**src/hw/rtl/gich_pkg.sv**
```systemverilog
`timescale 1ns / 1ps
// ----------------------------------------------------------------------------
// gich_pkg
// Register offsets, bit positions and stream widths for the virtual
// interface control register block.
// ----------------------------------------------------------------------------
package gich_pkg;

    // Register frame offsets
    localparam logic [11:0] OFF_HCR    = 12'h000;
    localparam logic [11:0] OFF_VTR    = 12'h004;
    localparam logic [11:0] OFF_VMCR   = 12'h008;
    localparam logic [11:0] OFF_MISR   = 12'h010;
    localparam logic [11:0] OFF_EISR0  = 12'h020;
    localparam logic [11:0] OFF_EISR1  = 12'h024;
    localparam logic [11:0] OFF_ELRSR0 = 12'h030;
    localparam logic [11:0] OFF_ELRSR1 = 12'h034;
    localparam logic [11:0] OFF_APR    = 12'h0F0;
    // list registers live in the 0x100 page
    localparam logic [3:0]  LR_PAGE    = 4'h1;

    // Bus operation codes
    localparam logic OP_READ  = 1'b0;
    localparam logic OP_WRITE = 1'b1;

    // List register bit positions
    localparam int LR_STATE_HI = 29;
    localparam int LR_STATE_LO = 28;
    localparam int LR_HW_BIT   = 31;
    localparam int LR_EOI_BIT  = 19;

    // HCR bit positions
    localparam int HCR_EN_BIT  = 0;
    localparam int HCR_UIE_BIT = 1;

    // VTR fixed fields: PRIbits in [31:29], PREbits in [28:26]
    localparam logic [2:0]  VTR_PRI_BITS = 3'b100;
    localparam logic [2:0]  VTR_PRE_BITS = 3'b100;
    localparam int          VTR_CNT_W    = 6;

    // Status map width (EISR0/1, ELRSR0/1)
    localparam int STATUS_W = 64;

    // Field widths
    localparam int LR_COUNT_W = 7;
    localparam int ADDR_W     = 12;
    localparam int DATA_W     = 32;

    // Stream packing
    localparam int S_TDATA_W = 48;
    localparam int M_TDATA_W = 40;

    localparam logic [LR_COUNT_W-1:0] LR_COUNT_RST = 7'd4;

endpackage

```
**src/hw/rtl/gic_virtual_interface_control_regs.sv**
```systemverilog
`timescale 1ns / 1ps
// ----------------------------------------------------------------------------
// gic_virtual_interface_control_regs
// Virtual interface control register frame (HCR, VTR, VMCR, MISR, EISR,
// ELRSR, APR and the list registers) behind a stream register bus.
// ----------------------------------------------------------------------------
// Usage:
//   Each transaction on the s_ channel is one 32-bit register access: a read
//   or write at a byte offset, plus the nested_active flag. Every access
//   gives exactly one transaction on the m_ channel with the read data
//   (zero for writes and unmapped offsets) and the maintenance interrupt
//   level as seen after the access.
//   The cfg_ channel sets the number of implemented list registers; it is
//   always ready and must be written only while the block is idle, which
//   the block does not enforce. An access passes the input register, then
//   the result register, to m_tvalid; one access per cycle while m_tready
//   is high. State is updated at acceptance, the list register memory read
//   is registered, and the status maps come from per-entry flag flip-flops.
//   Reset clears HCR, VMCR and APR, sets the list register count to 4 and
//   clears the per-entry valid bits, so every list register reads zero.
//   When m_tready is low the result register holds, the input register
//   behind it fills, and s_tready drops until the result is taken.
// ----------------------------------------------------------------------------
module gic_virtual_interface_control_regs #(
    parameter int MAX_LIST_REGS = 64
) (
    input  logic                           aclk,
    input  logic                           aresetn,
    // config: lr_count
    input  logic                           cfg_valid,
    output logic                           cfg_ready,
    input  logic [gich_pkg::LR_COUNT_W-1:0] cfg_data,
    // s_tdata: op[0], addr[12:1], wdata[44:13], nested_active[45], pad
    input  logic                           s_tvalid,
    output logic                           s_tready,
    input  logic [gich_pkg::S_TDATA_W-1:0] s_tdata,
    // m_tdata: rdata[31:0], maint_irq[32], pad
    output logic                           m_tvalid,
    input  logic                           m_tready,
    output logic [gich_pkg::M_TDATA_W-1:0] m_tdata
);

    localparam int IDX_W = (MAX_LIST_REGS > 1) ? $clog2(MAX_LIST_REGS) : 1;
    localparam int CW    = gich_pkg::LR_COUNT_W;
    localparam int DW    = gich_pkg::DATA_W;
    localparam int AW    = gich_pkg::ADDR_W;

    // input unpack
    logic          in_op;
    logic [AW-1:0] in_addr;
    logic [DW-1:0] in_wdata;
    logic          in_nested;
    logic          in_accept;
    logic          in_lr_hit;
    logic [IDX_W-1:0] in_idx;

    assign in_op     = s_tdata[0];
    assign in_addr   = s_tdata[12:1];
    assign in_wdata  = s_tdata[44:13];
    assign in_nested = s_tdata[45];

    // list register decode: aligned, in the LR page, index below the depth
    assign in_lr_hit = (in_addr[1:0] == 2'b00) &&
                       (in_addr[11:8] == gich_pkg::LR_PAGE) &&
                       ({1'b0, in_addr[7:2]} < CW'(MAX_LIST_REGS));
    assign in_idx    = in_addr[IDX_W+1:2];

    // state registers
    logic [CW-1:0]            lr_count_reg;
    logic [DW-1:0]            hcr_reg;
    logic [DW-1:0]            vmcr_reg;
    logic [DW-1:0]            apr_reg;
    logic [MAX_LIST_REGS-1:0] lr_valid_reg;
    logic [MAX_LIST_REGS-1:0] eoi_flag_reg;
    logic [MAX_LIST_REGS-1:0] empty_flag_reg;
    logic [DW-1:0]            lr_mem [MAX_LIST_REGS];

    // input stage
    logic          s1_valid_reg;
    logic          s1_op_reg;
    logic [AW-1:0] s1_addr_reg;
    logic          s1_nested_reg;
    logic          s1_lr_hit_reg;
    logic          s1_lr_vld_reg;
    logic [DW-1:0] s1_lr_data_reg;

    // result stage
    logic                           m_valid_reg;
    logic [gich_pkg::M_TDATA_W-1:0] m_data_reg;
    logic [gich_pkg::M_TDATA_W-1:0] m_data_next;

    logic advance;

    assign advance   = s1_valid_reg && (!m_valid_reg || m_tready);
    assign s_tready  = !s1_valid_reg || advance;
    assign in_accept = s_tvalid && s_tready;
    assign cfg_ready = 1'b1;
    assign m_tvalid  = m_valid_reg;
    assign m_tdata   = m_data_reg;

    // configuration
    always_ff @(posedge aclk) begin
        if (!aresetn) begin
            lr_count_reg <= gich_pkg::LR_COUNT_RST;
        end else if (cfg_valid && cfg_ready) begin
            lr_count_reg <= cfg_data;
        end
    end

    // scalar registers and per-entry status flags, updated at acceptance
    always_ff @(posedge aclk) begin
        if (!aresetn) begin
            hcr_reg        <= '0;
            vmcr_reg       <= '0;
            apr_reg        <= '0;
            lr_valid_reg   <= '0;
            eoi_flag_reg   <= '0;
            empty_flag_reg <= '1;
        end else if (in_accept && in_op == gich_pkg::OP_WRITE) begin
            if (in_addr == gich_pkg::OFF_HCR) begin
                hcr_reg <= in_wdata;
            end
            if (in_addr == gich_pkg::OFF_VMCR) begin
                vmcr_reg <= in_wdata;
            end
            if (in_addr == gich_pkg::OFF_APR) begin
                apr_reg <= in_wdata;
            end
            if (in_lr_hit) begin
                lr_valid_reg[in_idx]   <= 1'b1;
                empty_flag_reg[in_idx] <=
                    (in_wdata[gich_pkg::LR_STATE_HI:gich_pkg::LR_STATE_LO] == 2'b00);
                eoi_flag_reg[in_idx]   <=
                    (in_wdata[gich_pkg::LR_STATE_HI:gich_pkg::LR_STATE_LO] == 2'b00) &&
                    !in_wdata[gich_pkg::LR_HW_BIT] && in_wdata[gich_pkg::LR_EOI_BIT];
            end
        end
    end

    // list register memory, registered read
    always_ff @(posedge aclk) begin
        if (in_accept) begin
            if (in_op == gich_pkg::OP_WRITE && in_lr_hit) begin
                lr_mem[in_idx] <= in_wdata;
            end
            s1_lr_data_reg <= lr_mem[in_idx];
        end
    end

    // input stage register
    always_ff @(posedge aclk) begin
        if (!aresetn) begin
            s1_valid_reg <= 1'b0;
        end else if (in_accept) begin
            s1_valid_reg <= 1'b1;
        end else if (advance) begin
            s1_valid_reg <= 1'b0;
        end
    end

    always_ff @(posedge aclk) begin
        if (in_accept) begin
            s1_op_reg     <= in_op;
            s1_addr_reg   <= in_addr;
            s1_nested_reg <= in_nested;
            s1_lr_hit_reg <= in_lr_hit;
            s1_lr_vld_reg <= lr_valid_reg[in_idx];
        end
    end

    // derived status
    logic [CW-1:0]                lr_eff;
    logic [MAX_LIST_REGS-1:0]     lr_mask;
    logic [MAX_LIST_REGS-1:0]     used_map;
    logic [gich_pkg::STATUS_W-1:0] eoi_map;
    logic [gich_pkg::STATUS_W-1:0] empty_map;
    logic                          underflow;
    logic [DW-1:0]                 misr;
    logic [DW-1:0]                 vtr;
    logic                          maint;
    logic [DW-1:0]                 rdata;

    always_comb begin
        if (lr_count_reg == '0) begin
            lr_eff = CW'(1);
        end else if (lr_count_reg > CW'(MAX_LIST_REGS)) begin
            lr_eff = CW'(MAX_LIST_REGS);
        end else begin
            lr_eff = lr_count_reg;
        end
        for (int i = 0; i < MAX_LIST_REGS; i++) begin
            lr_mask[i] = (CW'(i) < lr_eff);
        end
    end

    assign eoi_map   = gich_pkg::STATUS_W'(eoi_flag_reg & lr_mask);
    assign empty_map = gich_pkg::STATUS_W'(empty_flag_reg & lr_mask);
    assign used_map  = ~empty_flag_reg & lr_mask;
    // at most one in use: clearing the lowest set bit leaves nothing
    assign underflow = hcr_reg[gich_pkg::HCR_UIE_BIT] &&
                       ((used_map & (used_map - 1'b1)) == '0);
    assign misr      = {30'd0, underflow, (eoi_map != '0)};
    assign vtr       = {gich_pkg::VTR_PRI_BITS, gich_pkg::VTR_PRE_BITS, 20'd0,
                        gich_pkg::VTR_CNT_W'(lr_eff - 1'b1)};
    assign maint     = s1_nested_reg && hcr_reg[gich_pkg::HCR_EN_BIT] && (misr != '0);

    // read data select
    always_comb begin
        rdata = '0;
        if (s1_op_reg == gich_pkg::OP_READ) begin
            unique case (s1_addr_reg)
                gich_pkg::OFF_HCR:    rdata = hcr_reg;
                gich_pkg::OFF_VTR:    rdata = vtr;
                gich_pkg::OFF_VMCR:   rdata = vmcr_reg;
                gich_pkg::OFF_MISR:   rdata = misr;
                gich_pkg::OFF_EISR0:  rdata = eoi_map[31:0];
                gich_pkg::OFF_EISR1:  rdata = eoi_map[63:32];
                gich_pkg::OFF_ELRSR0: rdata = empty_map[31:0];
                gich_pkg::OFF_ELRSR1: rdata = empty_map[63:32];
                gich_pkg::OFF_APR:    rdata = apr_reg;
                default: begin
                    if (s1_lr_hit_reg && s1_lr_vld_reg) begin
                        rdata = s1_lr_data_reg;
                    end
                end
            endcase
        end
    end

    assign m_data_next = {7'd0, maint, rdata};

    // result register
    always_ff @(posedge aclk) begin
        if (!aresetn) begin
            m_valid_reg <= 1'b0;
        end else if (advance) begin
            m_valid_reg <= 1'b1;
        end else if (m_tready) begin
            m_valid_reg <= 1'b0;
        end
    end

    always_ff @(posedge aclk) begin
        if (advance) begin
            m_data_reg <= m_data_next;
        end
    end

endmodule
```
**config.mk**
```make
export PLATFORM = sky130hd
export DESIGN_NAME = gic_virtual_interface_control_regs
export DESIGN_NICKNAME = d
export VERILOG_FILES = /design/src/hw/rtl/gich_pkg.sv /design/src/hw/rtl/gic_virtual_interface_control_regs.sv
export SDC_FILE = /design/constraint.sdc
export NUM_CORES = 2
export LEC_CHECK = 0
export ABC_AREA = 1
export BUFFER_PORTS_ARGS = -buffer_cell sky130_fd_sc_hd__buf_2
export CELL_PAD_IN_SITES_DETAIL_PLACEMENT = 0
export CELL_PAD_IN_SITES_GLOBAL_PLACEMENT = 1
export CORE_UTILIZATION = 53
export DETAILED_ROUTE_END_ITERATION = 8
export PLACE_DENSITY = 0.77
export SETUP_SLACK_MARGIN = 0.05
export SKIP_CTS_REPAIR_TIMING = 1
export SYNTH_ARGS = -nofsm -noshare
export SYNTH_HDL_FRONTEND = slang
export SYNTH_SLANG_ARGS = --single-unit
```
**constraint.sdc**
```tcl
create_clock -name aclk -period 5.3 [get_ports aclk]
set_clock_uncertainty 0.15 [all_clocks]
set_input_delay 1.06 -clock aclk [delete_from_list [all_inputs] [get_ports aclk]]
set_output_delay 1.06 -clock aclk [all_outputs]
set_load 0.01 [all_outputs]
```
# Yosys cells after proc, flatten, opt, wreduce, memory -nomap -nowiden
# Memories as Yosys holds them, arrays and structs flattened. A register that Yosys moved wholly into a read port is not among the register bits.
# Cells that the tools add are included.
word_totals:
  reg_bits: 346
  ramBits: 2048
  input_bits: 60
  output_inout_bits: 43
  wordCells: 151
  memories: 1
memory_table:
  columns: ["name", "depth", "width", "read_ports", "rd_clocked_by_memory_dff", "wr", "line_no", "text"]
  rows:
  - ["lr_mem", 64, 32, 1, 1, 1, "gic_virtual_interface_control_regs.sv:76", "logic [DW-1:0] lr_mem [MAX_LIST_REGS];"]
classes:
  addsub: 2
  n_lt_le_gt_ge: 67
  n_eq_ne: 11
  n_mux: 17
  bitwise: 6
  reduce_logical: 31
ops:
  columns: ["op", "n"]
  rows:
  - ["$pmux W32 S9", 1]
  - ["$and A64 B64 Y64", 4]
  - ["$lt A6 B7 Y1 const A", 32]
  - ["$bwmux W64", 2]
  - ["$lt A5 B7 Y1 const A", 16]
  - ["$logic_not A64 Y1", 1]
  - ["$not A64 Y64", 1]
  - ["$or A64 B64 Y64", 1]
  - ["$reduce_bool A64 Y1", 1]
  - ["$sub A64 B1 Y64 const B", 1]
  - ["$lt A4 B7 Y1 const A", 8]
  - ["$eq A12 B6 Y1 const B", 4]
  - ["$mux W32", 1]
  - ["$reduce_bool A32 Y1", 1]
  - ["$lt A3 B7 Y1 const A", 4]
  - ["$eq A12 B4 Y1 const B", 2]
  - ["$eq A12 B8 Y1 const B", 2]
  - ["$logic_not A12 Y1", 2]
  - ["$lt A1 B7 Y1 const A", 2]
  - ["$lt A2 B7 Y1 const A", 2]
  - ["$mux W7", 2]
  - ["$eq A12 B3 Y1 const B", 1]
  - ["$eq A12 B5 Y1 const B", 1]
  - ["$logic_and A1 B1 Y1", 12]
  - ["14 further kinds", 30]

# Depth between registers and ports, before layout
depth:
  word_depth: 11
  depth_mapped: 25
  depth_no_buf: 24

# Least setup slack after synthesis
# OpenSTA, ideal clock, no wires.
synth_timing:
  path_type: "in2reg"
  startpoint: "input port m_tready"
  endpoint: "register eoi_flag_reg[11]"
  setup_ps: 122
  arrival_ps: 4793
  t_required_ps: 5028
  setup_slack_ps: 235
  stages: 13
  path_buffers: 0
  cell_sequence: "inv_1 > nand3_1 > nand2_1 > inv_1 > nand2_1 > nor2_1 > inv_1 > nor2_1 > inv_1 > nor2_1 > inv_1 > o21ai_0 > a21oi_1"
synth_between:
  elab_chain_cells: 6
synth_rtl:
  columns: ["item", "line_no", "text"]
  rows:
  - ["start: declaration", "gic_virtual_interface_control_regs.sv:39", "input logic m_tready,"]
  - ["$logic_or A1 B1 Y1", "gic_virtual_interface_control_regs.sv:94", "assign advance = s1_valid_reg && (!m_valid_reg || m_tready);"]
  - ["$logic_and A1 B1 Y1", "gic_virtual_interface_control_regs.sv:94", null]
  - ["$logic_or A1 B1 Y1", "gic_virtual_interface_control_regs.sv:95", "assign s_tready = !s1_valid_reg || advance;"]
  - ["via s_tready", "gic_virtual_interface_control_regs.sv:35", "output logic s_tready,"]
  - ["$logic_and A1 B1 Y1", "gic_virtual_interface_control_regs.sv:96", "assign in_accept = s_tvalid && s_tready;"]
  - ["via in_accept", "gic_virtual_interface_control_regs.sv:53", "logic in_accept;"]
  - ["$logic_and A1 B1 Y1", "gic_virtual_interface_control_regs.sv:119", "end else if (in_accept && in_op == gich_pkg::OP_WRITE) begin"]
  - ["$reduce_and A2 Y1 (no source line)", null, null]
  - ["end signal: indexed assignment", "gic_virtual_interface_control_regs.sv:133", "eoi_flag_reg[in_idx] <="]
  - ["end: declaration", "gic_virtual_interface_control_regs.sv:74", "logic [MAX_LIST_REGS-1:0] eoi_flag_reg;"]
# The timed path passes the listed nets, and every way through them passes these cells.
# A chain may end at the register's enable or synchronous reset.

# Worst setup path in the final report
layout_timing:
  startpoint: "register lr_count_reg[6]"
  endpoint: "register m_data_reg, in the netlist m_tdata[1], data pin"
layout_between:
  elab_chain_cells: 10
  elab_cells_between_ends: 77
  classes_between: "2 x add/sub; 65 x order compare; 3 x mux; 4 x bitwise; 3 x reduce/logical"
layout_rtl:
  columns: ["item", "line_no", "text"]
  rows:
  - ["start: declaration", "gic_virtual_interface_control_regs.sv:69", "logic [CW-1:0] lr_count_reg;"]
  - ["start signal: assignment", "gic_virtual_interface_control_regs.sv:104", "lr_count_reg <= gich_pkg::LR_COUNT_RST;"]
  - ["start signal: assignment", "gic_virtual_interface_control_regs.sv:106", "lr_count_reg <= cfg_data;"]
  - ["$gt A7 B7 Y1", "gic_virtual_interface_control_regs.sv:186", "end else if (lr_count_reg > CW'(MAX_LIST_REGS)) begin"]
  - ["$mux W7", "gic_virtual_interface_control_regs.sv:186", null]
  - ["$mux W7 (*)", "gic_virtual_interface_control_regs.sv:184", "if (lr_count_reg == '0) begin"]
  - ["$lt A1 B7 Y1, or another cell as far along", "gic_virtual_interface_control_regs.sv:192", "lr_mask[i] = (CW'(i) < lr_eff);"]
  - ["$and A64 B64 Y64", "gic_virtual_interface_control_regs.sv:198", "assign used_map = ~empty_flag_reg & lr_mask;"]
  - ["$sub A64 B1 Y64", "gic_virtual_interface_control_regs.sv:201", "((used_map & (used_map - 1'b1)) == '0);"]
  - ["$and A64 B64 Y64", "gic_virtual_interface_control_regs.sv:201", null]
  - ["$logic_not A64 Y1", "gic_virtual_interface_control_regs.sv:201", null]
  - ["$logic_and A1 B1 Y1", "gic_virtual_interface_control_regs.sv:200", "assign underflow = hcr_reg[gich_pkg::HCR_UIE_BIT] &&"]
  - ["$pmux W32 S9 (*)", "gic_virtual_interface_control_regs.sv:211", "unique case (s1_addr_reg)"]
  - ["end signal: assignment", "gic_virtual_interface_control_regs.sv:245", "m_data_reg <= m_data_next;"]
  - ["end: declaration", "gic_virtual_interface_control_regs.sv:89", "logic [gich_pkg::M_TDATA_W-1:0] m_data_reg;"]
# Mark *: on every way between the ends. The rest lies on a longest branch, timed or not.

==> flow_metrics.py <==
metrics = {
    "status": {
        "status": "finished, final reports clean",
    },
    "floorplan": {
        "core-area_um2": 174000,
        "ios": 103,
        "die_h_um": 420.8,
        "die-area_um2": 177000,
        "die_x_um": 420.8,
        "initial_core_util_pct": 53.41,
        "rows": 153,
    },
    "worst_setup_path": {
        "end_kind": "flop",
        "crit_fanout": 10,
        "critPathRequiredTime_ns": 5.87,
        "critPathTopFamily": "simple AND/OR/NAND/NOR gates",
        "crit_type": "reg -> reg",
        "crit_path_start_kind": "flop",
        "critical-path-max-stage-delay_ns": 0.73,
        "worstPathCellList": "nor2_1 -> nand2_1 -> inv_1 -> nand2_8 -> nand2_2 -> nand3_1 -> nand2_1 -> nor2_1 -> nand2_1 -> nor2_1 -> nand2_1 -> o21bai_1 -> inv_1 -> nor2_1 -> nand3_1 -> nor2_1 -> nand3_1 -> nand3_1 -> nand2_1 -> inv_1",
        "slowest_stage": "dfxtp_1",
        "crit_arrival_ns": 4.98,
        "cp.buffers_inverters": 3,
    },
    "job": {
        "max_cap_violations": 0,
    },
    "global_route": {
        "grt_pass1_wl_mm": 439.6,
        "antenna_found_initial": 9,
        "grt_pass1_vias": 58610,
        "grt_usage_pct": 35.64,
        "grt-ovfl-total": 0,
        "grt_max_degree": 192,
    },
    "yosys": {
        "synth_flop_cell": "edfxtp_1",
        "async_reset_ff_share_pct": 0,
        "synth_cell_types": 62,
        "yosysWarnings": 0,
        "netlist_instances": 6860,
        "yosysSeqAreaShare_pct": 75.19,
        "synth_edf_count": 2129,
        "netlist_area_um2": 92940,
        "synth.avg_cell_area_um2": 13.55,
        "ys_seq_elements": 2426,
    },
    "timing": {
        "rsz0062_at_grt": "false",
        "hold_violations": 0,
        "period_share_pct": 83.39,
        "tightestPinTransition_ns": 1.309,
        "final_max_slew_viol_count": 0,
        "fmax_mhz": 226.3,
        "fin_setup_tns_ns": 0,
        "maxSlewHeadroom_pct": 12.20,
        "fin_crit_ns": 4.420,
        "setup_viol": 0,
    },
    "placed_design": {
        "dp_hpwl_mm": 190.2,
        "numPortBuffers": 92,
        "post_dp_cell_area_um2": 98750,
        "dpl.cell_count": 9225,
        "place_congestion": 0.9777,
    },
    "final_layout": {
        "multiInputGateArea_um2": 20660,
        "area_growth_pct": 14.46,
        "drive_above_1_share_pct": 12.27,
        "seq_area_um2": 69880,
        "mostFrequentLayoutCells": "edfxtp_1 (2,129), nand2_1 (1,268), inv_1 (416), a21oi_1 (334), a221oi_1 (321)",
        "regMostFlops": "lr_mem",
        "fill_cells": 13100,
        "final_cell_area_um2": 106400,
        "final_cells": 9665,
        "layout.nets": 7195,
        "largest_reg_flops": 2048,
        "utilization_pct": 61.13,
        "mostFrequentLayoutCell": "edfxtp_1",
    },
    "drt": {
        "via_per_inst": 6.504,
        "routed_wl_mm": 316.6,
        "routed-via-count": 62860,
        "drtAntennaViolNets": 0,
        "drc": 0,
        "avgRoutedWirePerCell_um": 32.75,
        "drtPass1Iterations": 6,
        "drt-initial-drc-count": 9367,
    },
    "clock_tree": {
        "root_buffer": "clkbuf_16",
        "clock_latency_ns": 0.91,
        "htreeDepth": 4,
        "cts_buffers": 232,
        "cts_buffer_depth": 3,
        "cts.sinks": 2426,
        "cts_tree": "done",
        "path_clk_slew_ns": 0.06,
    },
    "power_and_ir_drop": {
        "irDropWorstVdd_mv": 0.3579,
        "power_density_nw_per_um2": 368.6,
        "p_leak_uw": 0.03634,
    },
    "hold_path": {
        "hold_class": "in -> reg",
    },
}
routing by layer:
metal,part of all wire (%),vias to the layer above,wire [um],global-route usage [%]
met3,12,800,38550,8.714
met2,45,4181,141600,53.84
li1,-,26420,-,-
met1,38,31450,120000,49.06
met4,5.2,8,16370,16.28
met5,0.018,-,57,0
power by group:
part	switching, uW	internal [uW]	total, uW
registers	68.0	20800	20900
logic	1330	430	1750
clock network	7280	9290	16600
worst paths after layout:
| path | startpoint | endpoint | slack [ns] | depth (start not counted) |
|---|---|---|---|---|
| setup / recovery | lr_count_reg[6] | m_tdata[1] | 0.88 | 20 |
| hold / removal | s_tdata[45] | s1_nested_reg | 0.19 | 1 |
| setup reg to reg | lr_count_reg[6] | m_tdata[1] | 0.88 | 20 |
| hold reg to reg | eoi_flag_reg[24] | eoi_flag_reg[24] | 0.31 | 2 |
final cells by class:
class                      count  share of cell area (%)
multi-input combinational   3638                   19.42
timing repair buffer         388                   3.398
sequential                  2426                   65.69
inverter                     448                   1.588
clock buffer                 278                   5.657
clock inverter               158                   1.503
antenna                        4                0.009409
tap                         2325                   2.735
Yosys cell counts, drive strengths merged, types with 3 or more instances:
| library cell | count | area (um^2) |
|---|---|---|
| edfxtp | 2129 | 63930 |
| nand2 | 1294 | 4995 |
| inv | 431 | 1620 |
| nor2 | 354 | 1453 |
| a21oi | 335 | 1677 |
| a221oi | 321 | 2811 |
| dfxtp | 297 | 5946 |
| clkbuf | 269 | 1010 |
| o21ai | 246 | 1231 |
| a22o | 205 | 1795 |
| nand4 | 201 | 1257 |
| a22oi | 192 | 1441 |
| nand3 | 114 | 638.1 |
| o211ai | 93 | 698.2 |
| buf | 85 | 375.4 |
| o22ai | 42 | 262.8 |
| nor3 | 35 | 175.2 |
| a31oi | 33 | 206.5 |
| a211oi | 24 | 180.2 |
| a41oi | 18 | 157.7 |
| clkinv | 17 | 68.82 |
| nor4 | 17 | 106.4 |
| o21bai | 16 | 120.1 |
| o2111ai | 13 | 113.9 |
| a2111oi | 11 | 96.34 |
| or2 | 11 | 68.81 |
| nand3b | 8 | 83.83 |
| a32o | 5 | 50.05 |
| a32oi | 5 | 43.79 |
| o311ai | 5 | 43.79 |
| a21o | 4 | 30.03 |
| o31ai | 4 | 30.03 |
| o41ai | 4 | 35.03 |
| o2111a | 3 | 33.78 |
| o221ai | 3 | 26.28 |
kinds of logic (layout without fill, tap and decap cells):
logic type                 count (synthesis)  in the layout  share of synthesized area (%)
DFF                                     2426           2426                          75.19
and+or+nand+nor                         2041           2041                          9.496
other                                      2             12                       0.008081
adders and majority gates                  1              1                        0.01346
buffers and inverters                    802           1272                          3.308
AOI/OAI and AO/OA                       1588           1588                          11.99
worst reg2reg max path: stages, from the launching register on:
cell	delay, ns
dfxtp_1	0.73
nor2_1	0.16
nand2_1	0.39
inv_1	0.27
nand2_8	0.21
nand2_2	0.09
nand3_1	0.27
nand2_1	0.15
nor2_1	0.23
nand2_1	0.13
nor2_1	0.16
nand2_1	0.18
o21bai_1	0.17
inv_1	0.05
nor2_1	0.17
nand3_1	0.11
nor2_1	0.23
nand3_1	0.12
nand3_1	0.08
nand2_1	0.15
inv_1	0.09
metrics by stage:
| stage | power, uW | hold WS [ns] | worst slack, ns |
|---|---|---|---|
| final | 39210 | 0.1870 | 0.8803 |
| after global routing | 40030 | 0.1784 | 0.7428 |
| after CTS | 39210 | 0.1472 | 0.9929 |
| after detailed placement | 23000 | 0.2939 | 0.7815 |
| after global placement | 22970 | 0.2856 | 0.7998 |
| after floorplan | 22030 | 0.2737 | 0.2352 |
No activity file was read; power rests on OpenSTA's default activity.
